==> src/rtl/dltq_pkg.sv <==
// ============================================================================
// dltq_pkg: shared definitions of the delta-list timer queue
// Command and status codes, operation codes of the shared arithmetic unit,
// and the default sizes handed to the top level.
// ============================================================================
package dltq_pkg;

  // Default number of queue entries and width of a relative delay.
  localparam int unsigned QUEUE_DEPTH = 16;
  localparam int unsigned DELAY_BITS  = 32;

  // Fixed field widths of the command and result ports.
  localparam int unsigned CMD_W       = 2;
  localparam int unsigned ID_W        = 16;
  localparam int unsigned IN_DELAY_W  = 32;
  localparam int unsigned STATUS_W    = 2;
  localparam int unsigned COUNT_OUT_W = 5;

  typedef enum logic [CMD_W-1:0] {
    CMD_INSERT = 2'd0,
    CMD_CANCEL = 2'd1,
    CMD_TICK   = 2'd2,
    CMD_QUERY  = 2'd3
  } cmd_e;

  typedef enum logic [STATUS_W-1:0] {
    STATUS_OK        = 2'd0,
    STATUS_DUP       = 2'd1,
    STATUS_FULL      = 2'd2,
    STATUS_NOT_FOUND = 2'd3
  } status_e;

  // Operations of the shared add/subtract/compare unit.
  typedef enum logic {
    ALU_SUB     = 1'b0,
    ALU_ADD_SAT = 1'b1
  } alu_op_e;

endpackage

==> src/rtl/delta_list_timer_queue_core.sv <==
// ============================================================================
// delta_list_timer_queue_core: bounded delta-list timer queue
// Keeps up to QUEUE_DEPTH timers in a table sorted by expiry, each entry
// holding an id and its delay relative to the entry before it.
// ============================================================================
// Sequencing: query and tick need no walk. An insert walks the queued entries,
// makes one decision, shifts entries up to open a slot, makes one final write
// and then raises the done strobe; a cancel walks to the match and shifts the
// later entries down. One command is in flight at a time: the entry memory
// has one read and one write port, and the walk and the shift each move one
// entry per cycle through the shared adder.
// Reset: asynchronous, active low; the queue comes up empty and ready, and
// the entry memory needs no clearing. The receiver cannot stall results.
// ============================================================================
module delta_list_timer_queue_core #(
  parameter int unsigned QUEUE_DEPTH = dltq_pkg::QUEUE_DEPTH,
  parameter int unsigned DELAY_BITS  = dltq_pkg::DELAY_BITS
) (
  input  logic                             clk_i,
  input  logic                             rst_ni,
  // Command transaction: accepted when start is high and busy is low.
  input  logic                             start,
  output logic                             busy,
  input  logic [dltq_pkg::CMD_W-1:0]       command_i,
  input  logic [dltq_pkg::ID_W-1:0]        timer_id_i,
  input  logic [dltq_pkg::IN_DELAY_W-1:0]  delay_i,
  // Result transaction: valid for exactly the one cycle done_o is high.
  output logic                             done_o,
  output logic [dltq_pkg::STATUS_W-1:0]    status_o,
  output logic                             head_expired_o,
  output logic [dltq_pkg::ID_W-1:0]        head_id_o,
  output logic [dltq_pkg::COUNT_OUT_W-1:0] entry_count_o
);

  // Index width addresses one entry; the count must also hold QUEUE_DEPTH.
  localparam int unsigned IW    = $clog2(QUEUE_DEPTH);
  localparam int unsigned CW    = $clog2(QUEUE_DEPTH + 1);
  localparam int unsigned ID_W  = dltq_pkg::ID_W;
  localparam int unsigned ENT_W = ID_W + DELAY_BITS;

  // The sequencer states. The walk (scan) visits entries head first; the
  // upward shift opens a slot for an insert and the downward shift closes
  // the hole left by a cancel.
  typedef enum logic [2:0] {
    ST_IDLE,
    ST_SCAN,
    ST_DECIDE,
    ST_SHUP,
    ST_WRNEW,
    ST_SHDN,
    ST_TICK
  } state_e;

  state_e                    state_q, state_d;
  logic [IW-1:0]             idx_q, idx_d;
  logic [CW-1:0]             count_q, count_d;
  logic                      done_q, done_d;
  dltq_pkg::status_e         status_q, status_d;
  logic                      placed_q, placed_d;
  logic                      dup_q, dup_d;

  // Payload of the command in flight.
  dltq_pkg::cmd_e            cmd_q, cmd_d;
  logic [ID_W-1:0]           id_q, id_d;
  logic [DELAY_BITS-1:0]     rem_q, rem_d;
  logic [IW-1:0]             pos_q, pos_d;

  // Shadow copy of entry 0, so results and ticks never wait on the memory.
  logic [ID_W-1:0]           head_id_q;
  logic [DELAY_BITS-1:0]     head_delta_q;

  // Entry memory port signals.
  logic                      ram_we;
  logic [IW-1:0]             ram_waddr;
  logic [ENT_W-1:0]          ram_wdata;
  logic [ENT_W-1:0]          ram_rdata;
  logic [ID_W-1:0]           rd_id;
  logic [DELAY_BITS-1:0]     rd_delta;

  // Shared arithmetic unit signals.
  dltq_pkg::alu_op_e         alu_op;
  logic [DELAY_BITS-1:0]     alu_a, alu_b, alu_res;
  logic                      alu_le;

  logic                      scan_last;
  logic                      id_match;

  assign rd_id    = ram_rdata[DELAY_BITS +: ID_W];
  assign rd_delta = ram_rdata[DELAY_BITS-1:0];

  // The memory read address is the next index, so that in every cycle the
  // registered read data already holds the entry at the current index.
  dltq_ram #(
    .WIDTH (ENT_W),
    .DEPTH (QUEUE_DEPTH)
  ) u_entry_ram (
    .clk_i   (clk_i),
    .we_i    (ram_we),
    .waddr_i (ram_waddr),
    .wdata_i (ram_wdata),
    .raddr_i (idx_d),
    .rdata_o (ram_rdata)
  );

  dltq_alu #(
    .WIDTH (DELAY_BITS)
  ) u_alu (
    .op_i     (alu_op),
    .a_i      (alu_a),
    .b_i      (alu_b),
    .result_o (alu_res),
    .le_o     (alu_le)
  );

  assign scan_last = (CW'(idx_q) == (count_q - CW'(1)));
  assign id_match  = (rd_id == id_q);

  always_comb begin
    state_d   = state_q;
    idx_d     = idx_q;
    count_d   = count_q;
    done_d    = 1'b0;
    status_d  = status_q;
    placed_d  = placed_q;
    dup_d     = dup_q;
    cmd_d     = cmd_q;
    id_d      = id_q;
    rem_d     = rem_q;
    pos_d     = pos_q;

    ram_we    = 1'b0;
    ram_waddr = idx_q;
    ram_wdata = ram_rdata;

    alu_op    = dltq_pkg::ALU_SUB;
    alu_a     = rem_q;
    alu_b     = rd_delta;

    unique case (state_q)
      ST_IDLE: begin
        idx_d = '0;
        if (start) begin
          cmd_d    = dltq_pkg::cmd_e'(command_i);
          id_d     = timer_id_i;
          rem_d    = DELAY_BITS'(delay_i);
          placed_d = 1'b0;
          dup_d    = 1'b0;
          case (dltq_pkg::cmd_e'(command_i))
            dltq_pkg::CMD_INSERT: begin
              state_d = (count_q == '0) ? ST_DECIDE : ST_SCAN;
            end
            dltq_pkg::CMD_CANCEL: begin
              if (count_q == '0) begin
                done_d   = 1'b1;
                status_d = dltq_pkg::STATUS_NOT_FOUND;
              end else begin
                state_d = ST_SCAN;
              end
            end
            dltq_pkg::CMD_TICK: begin
              state_d = ST_TICK;
            end
            default: begin
              done_d   = 1'b1;
              status_d = dltq_pkg::STATUS_OK;
            end
          endcase
        end
      end

      ST_SCAN: begin
        if (cmd_q == dltq_pkg::CMD_INSERT) begin
          // The duplicate check covers every entry, even after placement.
          dup_d = dup_q | id_match;
          if (!placed_q) begin
            if (alu_le) begin
              placed_d = 1'b1;
              pos_d    = idx_q;
            end else begin
              rem_d = alu_res;
            end
          end
          if (scan_last) begin
            state_d = ST_DECIDE;
          end else begin
            idx_d = idx_q + IW'(1);
          end
        end else begin
          // Cancel stops at the first match and keeps the removed delta.
          if (id_match) begin
            pos_d = idx_q;
            rem_d = rd_delta;
            if (scan_last) begin
              state_d  = ST_IDLE;
              done_d   = 1'b1;
              status_d = dltq_pkg::STATUS_OK;
              count_d  = count_q - CW'(1);
            end else begin
              state_d = ST_SHDN;
              idx_d   = idx_q + IW'(1);
            end
          end else if (scan_last) begin
            state_d  = ST_IDLE;
            done_d   = 1'b1;
            status_d = dltq_pkg::STATUS_NOT_FOUND;
          end else begin
            idx_d = idx_q + IW'(1);
          end
        end
      end

      ST_DECIDE: begin
        if (dup_q) begin
          state_d  = ST_IDLE;
          done_d   = 1'b1;
          status_d = dltq_pkg::STATUS_DUP;
        end else if (count_q == CW'(QUEUE_DEPTH)) begin
          state_d  = ST_IDLE;
          done_d   = 1'b1;
          status_d = dltq_pkg::STATUS_FULL;
        end else if (!placed_q) begin
          // The new timer goes after every queued entry.
          pos_d   = IW'(count_q);
          state_d = ST_WRNEW;
        end else begin
          idx_d   = IW'(count_q - CW'(1));
          state_d = ST_SHUP;
        end
      end

      ST_SHUP: begin
        // Move entry idx up by one; the entry at the insert position also
        // gives up the remaining delay of the new timer.
        alu_a     = rd_delta;
        alu_b     = rem_q;
        ram_we    = 1'b1;
        ram_waddr = idx_q + IW'(1);
        ram_wdata = {rd_id, (idx_q == pos_q) ? alu_res : rd_delta};
        if (idx_q == pos_q) begin
          state_d = ST_WRNEW;
        end else begin
          idx_d = idx_q - IW'(1);
        end
      end

      ST_WRNEW: begin
        ram_we    = 1'b1;
        ram_waddr = pos_q;
        ram_wdata = {id_q, rem_q};
        state_d   = ST_IDLE;
        done_d    = 1'b1;
        status_d  = dltq_pkg::STATUS_OK;
        count_d   = count_q + CW'(1);
      end

      ST_SHDN: begin
        // Move entry idx down by one; the successor of the removed entry
        // absorbs its delta, saturating at the largest delay.
        alu_op    = dltq_pkg::ALU_ADD_SAT;
        alu_a     = rd_delta;
        alu_b     = rem_q;
        ram_we    = 1'b1;
        ram_waddr = idx_q - IW'(1);
        ram_wdata = {rd_id, (idx_q == (pos_q + IW'(1))) ? alu_res : rd_delta};
        if (scan_last) begin
          state_d  = ST_IDLE;
          done_d   = 1'b1;
          status_d = dltq_pkg::STATUS_OK;
          count_d  = count_q - CW'(1);
        end else begin
          idx_d = idx_q + IW'(1);
        end
      end

      ST_TICK: begin
        alu_a     = head_delta_q;
        alu_b     = DELAY_BITS'(1);
        ram_waddr = '0;
        ram_wdata = {head_id_q, alu_res};
        ram_we    = (count_q != '0) && (head_delta_q != '0);
        idx_d     = '0;
        state_d   = ST_IDLE;
        done_d    = 1'b1;
        status_d  = dltq_pkg::STATUS_OK;
      end

      default: begin
        state_d = ST_IDLE;
      end
    endcase
  end

  always_ff @(posedge clk_i or negedge rst_ni) begin
    if (!rst_ni) begin
      state_q  <= ST_IDLE;
      idx_q    <= '0;
      count_q  <= '0;
      done_q   <= 1'b0;
      status_q <= dltq_pkg::STATUS_OK;
      placed_q <= 1'b0;
      dup_q    <= 1'b0;
    end else begin
      state_q  <= state_d;
      idx_q    <= idx_d;
      count_q  <= count_d;
      done_q   <= done_d;
      status_q <= status_d;
      placed_q <= placed_d;
      dup_q    <= dup_d;
    end
  end

  // Command payload and the head shadow; every write of entry 0 also
  // refreshes the shadow, so the two never disagree.
  always_ff @(posedge clk_i) begin
    cmd_q <= cmd_d;
    id_q  <= id_d;
    rem_q <= rem_d;
    pos_q <= pos_d;
    if (ram_we && (ram_waddr == '0)) begin
      head_id_q    <= ram_wdata[DELAY_BITS +: ID_W];
      head_delta_q <= ram_wdata[DELAY_BITS-1:0];
    end
  end

  assign busy           = (state_q != ST_IDLE);
  assign done_o         = done_q;
  assign status_o       = status_q;
  assign head_expired_o = (count_q != '0) && (head_delta_q == '0);
  assign head_id_o      = (count_q != '0) ? head_id_q : '0;
  assign entry_count_o  = dltq_pkg::COUNT_OUT_W'(count_q);

  // The queue never holds more entries than the table has rows.
  a_count_bound: assert property (@(posedge clk_i) disable iff (!rst_ni)
    count_q <= CW'(QUEUE_DEPTH))
    else $error("entry count exceeds queue depth");

  // A result is only presented once the sequencer has returned to idle.
  a_done_idle: assert property (@(posedge clk_i) disable iff (!rst_ni)
    done_q |-> (state_q == ST_IDLE))
    else $error("result strobe while sequencer busy");

  // Every accepted command is either still in work or reporting next cycle.
  a_accept_progress: assert property (@(posedge clk_i) disable iff (!rst_ni)
    (start && !busy) |=> (done_q || busy))
    else $error("accepted command dropped");

  // A successful insert grows the queue by exactly one entry.
  a_insert_count: assert property (@(posedge clk_i) disable iff (!rst_ni)
    (done_q && (status_q == dltq_pkg::STATUS_OK) && (cmd_q == dltq_pkg::CMD_INSERT))
    |-> (count_q == ($past(count_q) + CW'(1))))
    else $error("insert did not add one entry");

  // Memory writes happen only while a command is being worked on.
  a_write_busy: assert property (@(posedge clk_i) disable iff (!rst_ni)
    ram_we |-> (state_q != ST_IDLE))
    else $error("entry memory written while idle");

endmodule

==> src/rtl/dltq_ram.sv <==
// ============================================================================
// dltq_ram: generic single-write, single-read memory
// One write port and one read port with registered read data.
// ============================================================================
module dltq_ram #(
  parameter int unsigned WIDTH = 8,
  parameter int unsigned DEPTH = 16
) (
  input  logic                     clk_i,
  input  logic                     we_i,
  input  logic [$clog2(DEPTH)-1:0] waddr_i,
  input  logic [WIDTH-1:0]         wdata_i,
  input  logic [$clog2(DEPTH)-1:0] raddr_i,
  output logic [WIDTH-1:0]         rdata_o
);

  logic [WIDTH-1:0] mem_q [DEPTH];

  always_ff @(posedge clk_i) begin
    if (we_i) begin
      mem_q[waddr_i] <= wdata_i;
    end
    rdata_o <= mem_q[raddr_i];
  end

endmodule

==> src/rtl/dltq_alu.sv <==
// ============================================================================
// dltq_alu: shared delay arithmetic unit
// One adder that subtracts with a less-or-equal compare, or adds with
// saturation at the largest delay value.
// ============================================================================
module dltq_alu #(
  parameter int unsigned WIDTH = 32
) (
  input  dltq_pkg::alu_op_e op_i,
  input  logic [WIDTH-1:0]  a_i,
  input  logic [WIDTH-1:0]  b_i,
  output logic [WIDTH-1:0]  result_o,
  output logic              le_o
);

  logic             is_sub;
  logic [WIDTH:0]   sum;
  logic [WIDTH-1:0] b_op;

  // Subtraction is a + ~b + 1; its carry out is set when a >= b.
  always_comb begin
    is_sub   = (op_i == dltq_pkg::ALU_SUB);
    b_op     = is_sub ? ~b_i : b_i;
    sum      = {1'b0, a_i} + {1'b0, b_op} + {{WIDTH{1'b0}}, is_sub};
    le_o     = !sum[WIDTH] || (sum[WIDTH-1:0] == '0);
    result_o = (!is_sub && sum[WIDTH]) ? '1 : sum[WIDTH-1:0];
  end

endmodule

==> config.mk <==
export PLATFORM = sky130hd
export DESIGN_NAME = delta_list_timer_queue_core
export DESIGN_NICKNAME = d
export VERILOG_FILES = /design/src/rtl/dltq_pkg.sv /design/src/rtl/delta_list_timer_queue_core.sv /design/src/rtl/dltq_ram.sv /design/src/rtl/dltq_alu.sv
export SDC_FILE = /design/constraint.sdc
export NUM_CORES = 1
export LEC_CHECK = 0
export BUFFER_PORTS_ARGS = -buffer_cell sky130_fd_sc_hd__buf_4
export CORE_MARGIN = 2
export CORE_UTILIZATION = 35
export DETAILED_ROUTE_END_ITERATION = 8
export RECOVER_POWER = 25
export SLEW_MARGIN = 15
export SYNTH_ARGS = -nofsm -noshare
export SYNTH_HDL_FRONTEND = slang
export SYNTH_SLANG_ARGS = --single-unit
==> constraint.sdc <==
create_clock -name clk_i -period 15 [get_ports clk_i]
set_clock_uncertainty 0.1 [all_clocks]
set_input_delay 0.75 -clock clk_i [delete_from_list [all_inputs] [get_ports clk_i]]
set_output_delay 0.75 -clock clk_i [all_outputs]
set_load 0.05 [all_outputs]
# After elaboration in Yosys (flattened, before gate mapping)
# Memories as Yosys holds them, arrays and structs flattened. A register that Yosys moved wholly into a read port is not among the register bits.
# Index checks and enable logic that the tools add are counted.
[classes]
add_sub_neg = 7
multipliers = 0
div_mod_pow = 0
n_lt_le_gt_ge = 0
eq_ne = 32
n_shift = 0
n_mux = 76
bitwise_logic = 3
reduce_logical = 33
[ops]
columns = ["operator", "count"]
rows = [
  ["32-bit 2-to-1 mux", 9],
  ["32-bit case mux with 2 select lines", 3],
  ["48-bit case mux with 4 select lines", 1],
  ["32-bit zero test", 2],
  ["4-bit 2-to-1 mux", 12],
  ["32-bit by 32-bit adder with 33-bit output", 1],
  ["33-bit by 1-bit adder with 33-bit output", 1],
  ["3-bit 2-to-1 mux", 11],
  ["32-bit NOT", 1],
  ["4-bit case mux with 4 select lines", 2],
  ["32-bit nonzero test", 1],
  ["3-bit != test (second input constant)", 9],
  ["2-bit 2-to-1 mux", 9],
  ["2-bit != test (second input constant)", 9],
  ["16-bit equality test", 1],
  ["16-bit 2-to-1 mux", 1],
  ["5-bit 2-to-1 mux", 3],
  ["3-bit case mux with 5 select lines", 1],
  ["5-bit case mux with 3 select lines", 1],
  ["1-bit 2-to-1 mux", 14],
  ["7-bit AND reduction", 2],
  ["2-bit case mux with 5 select lines", 1],
  ["5-bit AND reduction", 2],
  ["5-bit nonzero test", 2],
  ["33 further kinds", 52],
]
[word_totals]
register_bits = 119
latch_bits = 0
mem_bits_rw = 768
rom_bits = 0
inputBits = 53
output_inout_bits = 26
mem_count = 1
[memory_table]
columns = ["memory", "depth", "width", "read_ports", "rd_clocked_by_memory_dff", "wr", "line_no", "source"]
rows = [
  ["u_entry_ram.mem_q", 16, 48, 1, 1, 1, "dltq_ram.sv:17", "logic [WIDTH-1:0] mem_q [DEPTH];"],
]

# Depth between registers and ports, before layout
[logic_depth]
word_depth = 13
ltp_mapped = 21
depth_no_buf = 17

# Modules after synthesis
# From an unflattened synthesis, not the netlist that was laid out.
[hier_totals]
hier_cells = 2563
area_unflattened_um2 = 40593.9
[by_module_without_submodules]
columns = ["module", "n_inst", "cells_each", "area_per_inst_um2"]
rows = [
  ["dltq_ram", 1, 1242, 29691.0],
  ["delta_list_timer_queue_core", 1, 896, 8067.7],
  ["dltq_alu", 1, 425, 2835.2],
]

# Least setup slack after synthesis
# Ideal clock, no wire load.
[synth_timing]
path_kind = "register -> register"
startpoint = "register count_q[0], in the netlist entry_count_o[0]"
endpoint = "memory u_entry_ram.mem_q[1][0] (netlist bit) (enable)"
setup_ps = 523
t_arrival_ps = 5838
required_time_ps = 14377
slack_ps = 8539
stages_incl_launch_ff = 11
n_path_buf = 2
synth_period_minus_slack_ps = 6461
cell_sequence = "dfrtp_1 -> buf_2 -> inv_1 -> ha_1 -> nor4b_1 -> clkbuf_1 -> nor4_1 -> nor3_1 -> a311oi_1 -> nor2b_1 -> nor3b_1"
[synth_between]
elab_chain_len = 5
[synth_rtl]
columns = ["item", "line_no", "source"]
rows = [
  ["start: declaration", "delta_list_timer_queue_core.sv:56", "logic [CW-1:0] count_q, count_d;"],
  ["start signal: assignment", "delta_list_timer_queue_core.sv:305", "count_q <= count_d;"],
  ["5-bit nonzero test", "delta_list_timer_queue_core.sv:280", "ram_we = (count_q != '0) && (head_delta_q != '0);"],
  ["1-bit logical AND", "delta_list_timer_queue_core.sv:280", ""],
  ["1-bit case mux with 2 select lines", "delta_list_timer_queue_core.sv:139", "unique case (state_q)"],
  ["1-bit 2-to-1 mux", "dltq_ram.sv:20", "if (we_i) begin"],
  ["1-bit 2-to-1 mux (implied by the code)", "dltq_ram.sv:21", "mem_q[waddr_i] <= wdata_i;"],
  ["end: declaration", "dltq_ram.sv:17", ""],
]
# Every way passes these cells.

# Final worst setup path
[layout_timing]
startpoint = "register state_q[0]"
endpoint = "register u_entry_ram.rdata_o[7] (read register of u_entry_ram.mem_q)"
[layout_between]
elab_chain_len = 3
word_cells_on_any_way = 9
[layout_rtl]
columns = ["item", "line_no", "source"]
rows = [
  ["start: declaration", "delta_list_timer_queue_core.sv:54", "state_e state_q, state_d;"],
  ["start signal: assignment", "delta_list_timer_queue_core.sv:303", "state_q <= state_d;"],
  ["3-bit equality test, or another cell as far along", "delta_list_timer_queue_core.sv:139", ""],
  ["2-bit OR reduction (no line)", "-", ""],
  ["4-bit case mux with 4 select lines (*)", "delta_list_timer_queue_core.sv:139", ""],
  ["end: declaration", "dltq_ram.sv:14", "output logic [WIDTH-1:0] rdata_o"],
]
# Every way passes the cells marked *; elsewhere a longest branch is shown, timed or not.
# A chain may end at the register's enable or synchronous reset.

==> reports/results.txt <==
Layout area overhead: 12.8%
DR WL/cell: 26.6 um
Required @ worst endpoint: 15400 ps
Synth Area in Simple Gates: 7.76%
Overflow after GRT: 0
CTS tree: done
Post-synthesis adder-cell area fraction: 1.34%
Ports: 79
DP HPWL: 69.2 mm
Num rows: 123
Iteration-0 DRC Markers: 2957
Reg2Reg Depth: 9
Share of post-route cells with drive strength above 1: 15.0%
Postcts setup bufs: 0
Hold_buf cts: 1
Hold WC Path Type: in2reg
Post-DRT Antenna Nets: 0
Sequential-to-total area share from yosys stat: 65.6%
Cell variety after synth: 92
Reg2Reg Setup Slack: 6980 ps
Cts bufs inserted: 87
Clk root buf: clkbuf_16
CP Capture Type: flip-flop
Slew margin rel.: -126%
Final period util: 53.5%
Final Hold Fails: 0
Fmax: 125 MHz
Worst-path fanout max: 112
Largest net degree at the start of global routing: 113
Die Y: 341 um
# setup viols final: 0
Post-Synthesis Cells: 2824
Number of synthesized register bits: 887
Hold Path End: id_q[11]
Worst Setup Start Kind: flip-flop
FFs w/ async S/R, synth: 1.92%
Worst R2R End: u_entry_ram.rdata_o[7]
Post-Syn Nets: 2919
Initial antenna violation count: 0
CTS H-tree lvls: 3
Via Count: 25.6k
Clock latency on the worst-skew pair: 670 ps
Main synth FF type: edfxtp_1
Clk buf depth: 3
Core area: 113000 um^2
I/O Buffers: 78
GPL Wtd Cong: 0.962
Critical setup path kind: reg2reg
Largest family of logic cells by synthesized area: multiplexers
YS warnings: 0
Worst-margin pin slew: 3390 ps
Vias/cell: 5.74
First-pass GRT wire length: 172 mm
# clock sinks: 887
Die area: 116000 um^2
Hold path cells: 1
Synth Area per Inst: 14.1 um^2
Min Tclk post-route: 8020 ps
Initial cell density of the core: 35.3%
Global Route Usage Sum: 20.1%
RSZ-0062 raised after global routing: no
N_diodes: 0
Compound-Gate Fraction of Synth Area: 10.5%
Max cap viols: 12
Total wire length: 119 mm
Number of enable flip-flop cells after synthesis: 822
Area of the mapped netlist: 39800 um^2
Mux contribution to synthesized area: 11.1%
Final Util: 39.8%
WP data arrival: 8420 ps
Hold wc startpoint: timer_id_i[11]
Pins Over Slew Limit: 266
Failing checks: max-capacitance violations, max-slew violations
Layout Nets: 2994
CTS clk-pin slew, worst paths: 70 ps
# resized after CTS: 0
R2r startpoint: state_q[0]
Status: finished with violations
DRC Markers: 0
XOR/XNOR share of the synthesized area: 1.47%
Die width: 341 um
Setup TNS: 0 ps
TritonRoute pass-1 iters: 8
Vias in the first global route: 24.8k
==> how the worst max path moves through the flow <==
stage / startpoint / end / slack [ps] / cells after the start
detailed placement: state_q[1] / u_entry_ram.mem_q[5][16] / 7850 / 17
CTS: state_q[1] / u_entry_ram.mem_q[11][16] / 7760 / 17
global placement: state_q[1] / u_entry_ram.mem_q[12][1] / 7940 / 18
floorplan: entry_count_o[0] / u_entry_ram.mem_q[1][0] / 8540 / 10
global route: state_q[0] / u_entry_ram.rdata_o[7] / 6670 / 9
finish: state_q[0] / u_entry_ram.rdata_o[7] / 6980 / 9
==> flip-flops by register name, indices dropped and copies added (netlist names) <==
name,count
state_q,3
rem_q,32
u_entry_ram.rdata_o,48
id_q,16
pos_q,4
u_entry_ram.mem_q,745
status_o,2
head_id_q,15
dup_q,1
idx_q,4
done_o,1
head_delta_q,8
entry_count_o,5
placed_q,1
cmd_q,2
==> layout make-up <==
class,instances,area (um^2)
flip-flops and latches,887,26100
well taps,1500,1880
inverters,36,136
repair buffers,162,1020
fillers,10500,67800
multi-input cells,1725,12900
clock buffers,119,2390
clock inverters,42,487
==> logic make-up (layout without fill, tap and decap cells) <==
group                      Yosys count  after routing
xor gates and xnor gates            66             66
muxes                              260            260
adders and majority gates           42             42
DFF                                887            887
buffers and inverters              212            359
and+or+nand+nor                    682            682
AOI/OAI and AO/OA                  675            675
==> stage by stage <==
stage / instance area (um^2) / hold WS (ps) / cells / worst slack (ps)
2_1_floorplan: 39800 / 354 / 2824 / 8540
4_1_cts: 45200 / 136 / 4471 / 7760
3_5_place_dp: 42300 / 472 / 4309 / 7850
3_3_place_gp: 42300 / 458 / 4309 / 7940
6_report: 44900 / 192 / 4471 / 6980
5_1_grt: 44900 / 170 / 4471 / 6670
==> layer usage <==
| metal | GRT usage, % | part of all wire (%) | vias to the layer above | wire length (um) |
|---|---|---|---|---|
| met1 | 27.0 | 41 | 13100 | 48800 |
| met3 | 3.23 | 7.7 | 183 | 9220 |
| li1 | - | - | 11200 | - |
| met4 | 5.94 | 2.6 | 0 | 3090 |
| met2 | 33.4 | 49 | 1153 | 58000 |
| met5 | 0 | 0 | - | 0 |
==> synth_stat cells, drive strengths merged, types with 3 or more instances <==
| cell type | instances | area share, % |
|---|---|---|
| nor3b | 4 | 0.076 |
| nor2b | 29 | 0.46 |
| or2 | 5 | 0.079 |
| nor3 | 16 | 0.21 |
| o21ai | 172 | 2.2 |
| o21bai | 7 | 0.13 |
| nand3 | 113 | 1.4 |
| xor2 | 28 | 0.64 |
| edfxtp | 822 | 62 |
| o221a | 3 | 0.085 |
| mux2i | 115 | 2.9 |
| a22o | 3 | 0.066 |
| ha | 41 | 1.3 |
| o211a | 3 | 0.076 |
| buf | 76 | 1.1 |
| dfrtp | 17 | 1.1 |
| dfxtp | 48 | 2.4 |
| o221ai | 10 | 0.22 |
| a221o | 5 | 0.13 |
| and3 | 4 | 0.063 |
| a211oi | 9 | 0.21 |
| or4 | 6 | 0.12 |
| nor2 | 179 | 1.7 |
| or3 | 6 | 0.094 |
| inv | 36 | 0.34 |
| o22ai | 59 | 0.93 |
| nand2b | 8 | 0.13 |
| nand2 | 259 | 2.4 |
| nor4 | 14 | 0.22 |
| xnor2 | 38 | 0.84 |
| a21boi | 4 | 0.076 |
| a22oi | 99 | 1.9 |
| a221oi | 4 | 0.13 |
| and2 | 6 | 0.098 |
| a21o | 9 | 0.18 |
| mux4 | 144 | 8.2 |
| o211ai | 4 | 0.088 |
| a21oi | 238 | 3.0 |
| o21a | 8 | 0.15 |
| clkbuf | 100 | 0.94 |
| o31ai | 8 | 0.19 |
| nand4 | 22 | 0.36 |
| a31oi | 7 | 0.11 |
==> worst max-delay path, stage by stage (launching register included) <==
cell and delay [ps]:
dfrtp_1 1400, clkbuf_1 1410, nand2b_1 580, nand3_1 230, o211a_1 190, or2_0 2410, buf_12 540, mux4_2 410
a21oi_1 160, nand3_1 170
==> placed cells by master (no fill, tap or decap), drive strengths merged, types with 7 or more instances in the layout <==
cell and n:
clkinvlp 9, bufinv 7, nor4 14, o31ai 8
o21bai 7, a211oi 9, dfxtp 48, xnor2 38
clkinv 20, nand2 259, nand4 22, xor2 28
a22oi 99, dfrtp 17, edfxtp 822, o22ai 59
nor2 179, a21o 9, inv 42, a31oi 7
nand3 113, clkbuf 184, mux4 144, buf 96
o21a 8, nand2b 8, nor2b 29, nor3 16
o21ai 172, mux2i 115, ha 41, o221ai 10
a21oi 238
Power is not shown: default switching activity piles up to over one toggle a cycle in this logic, so the estimate is an artifact.
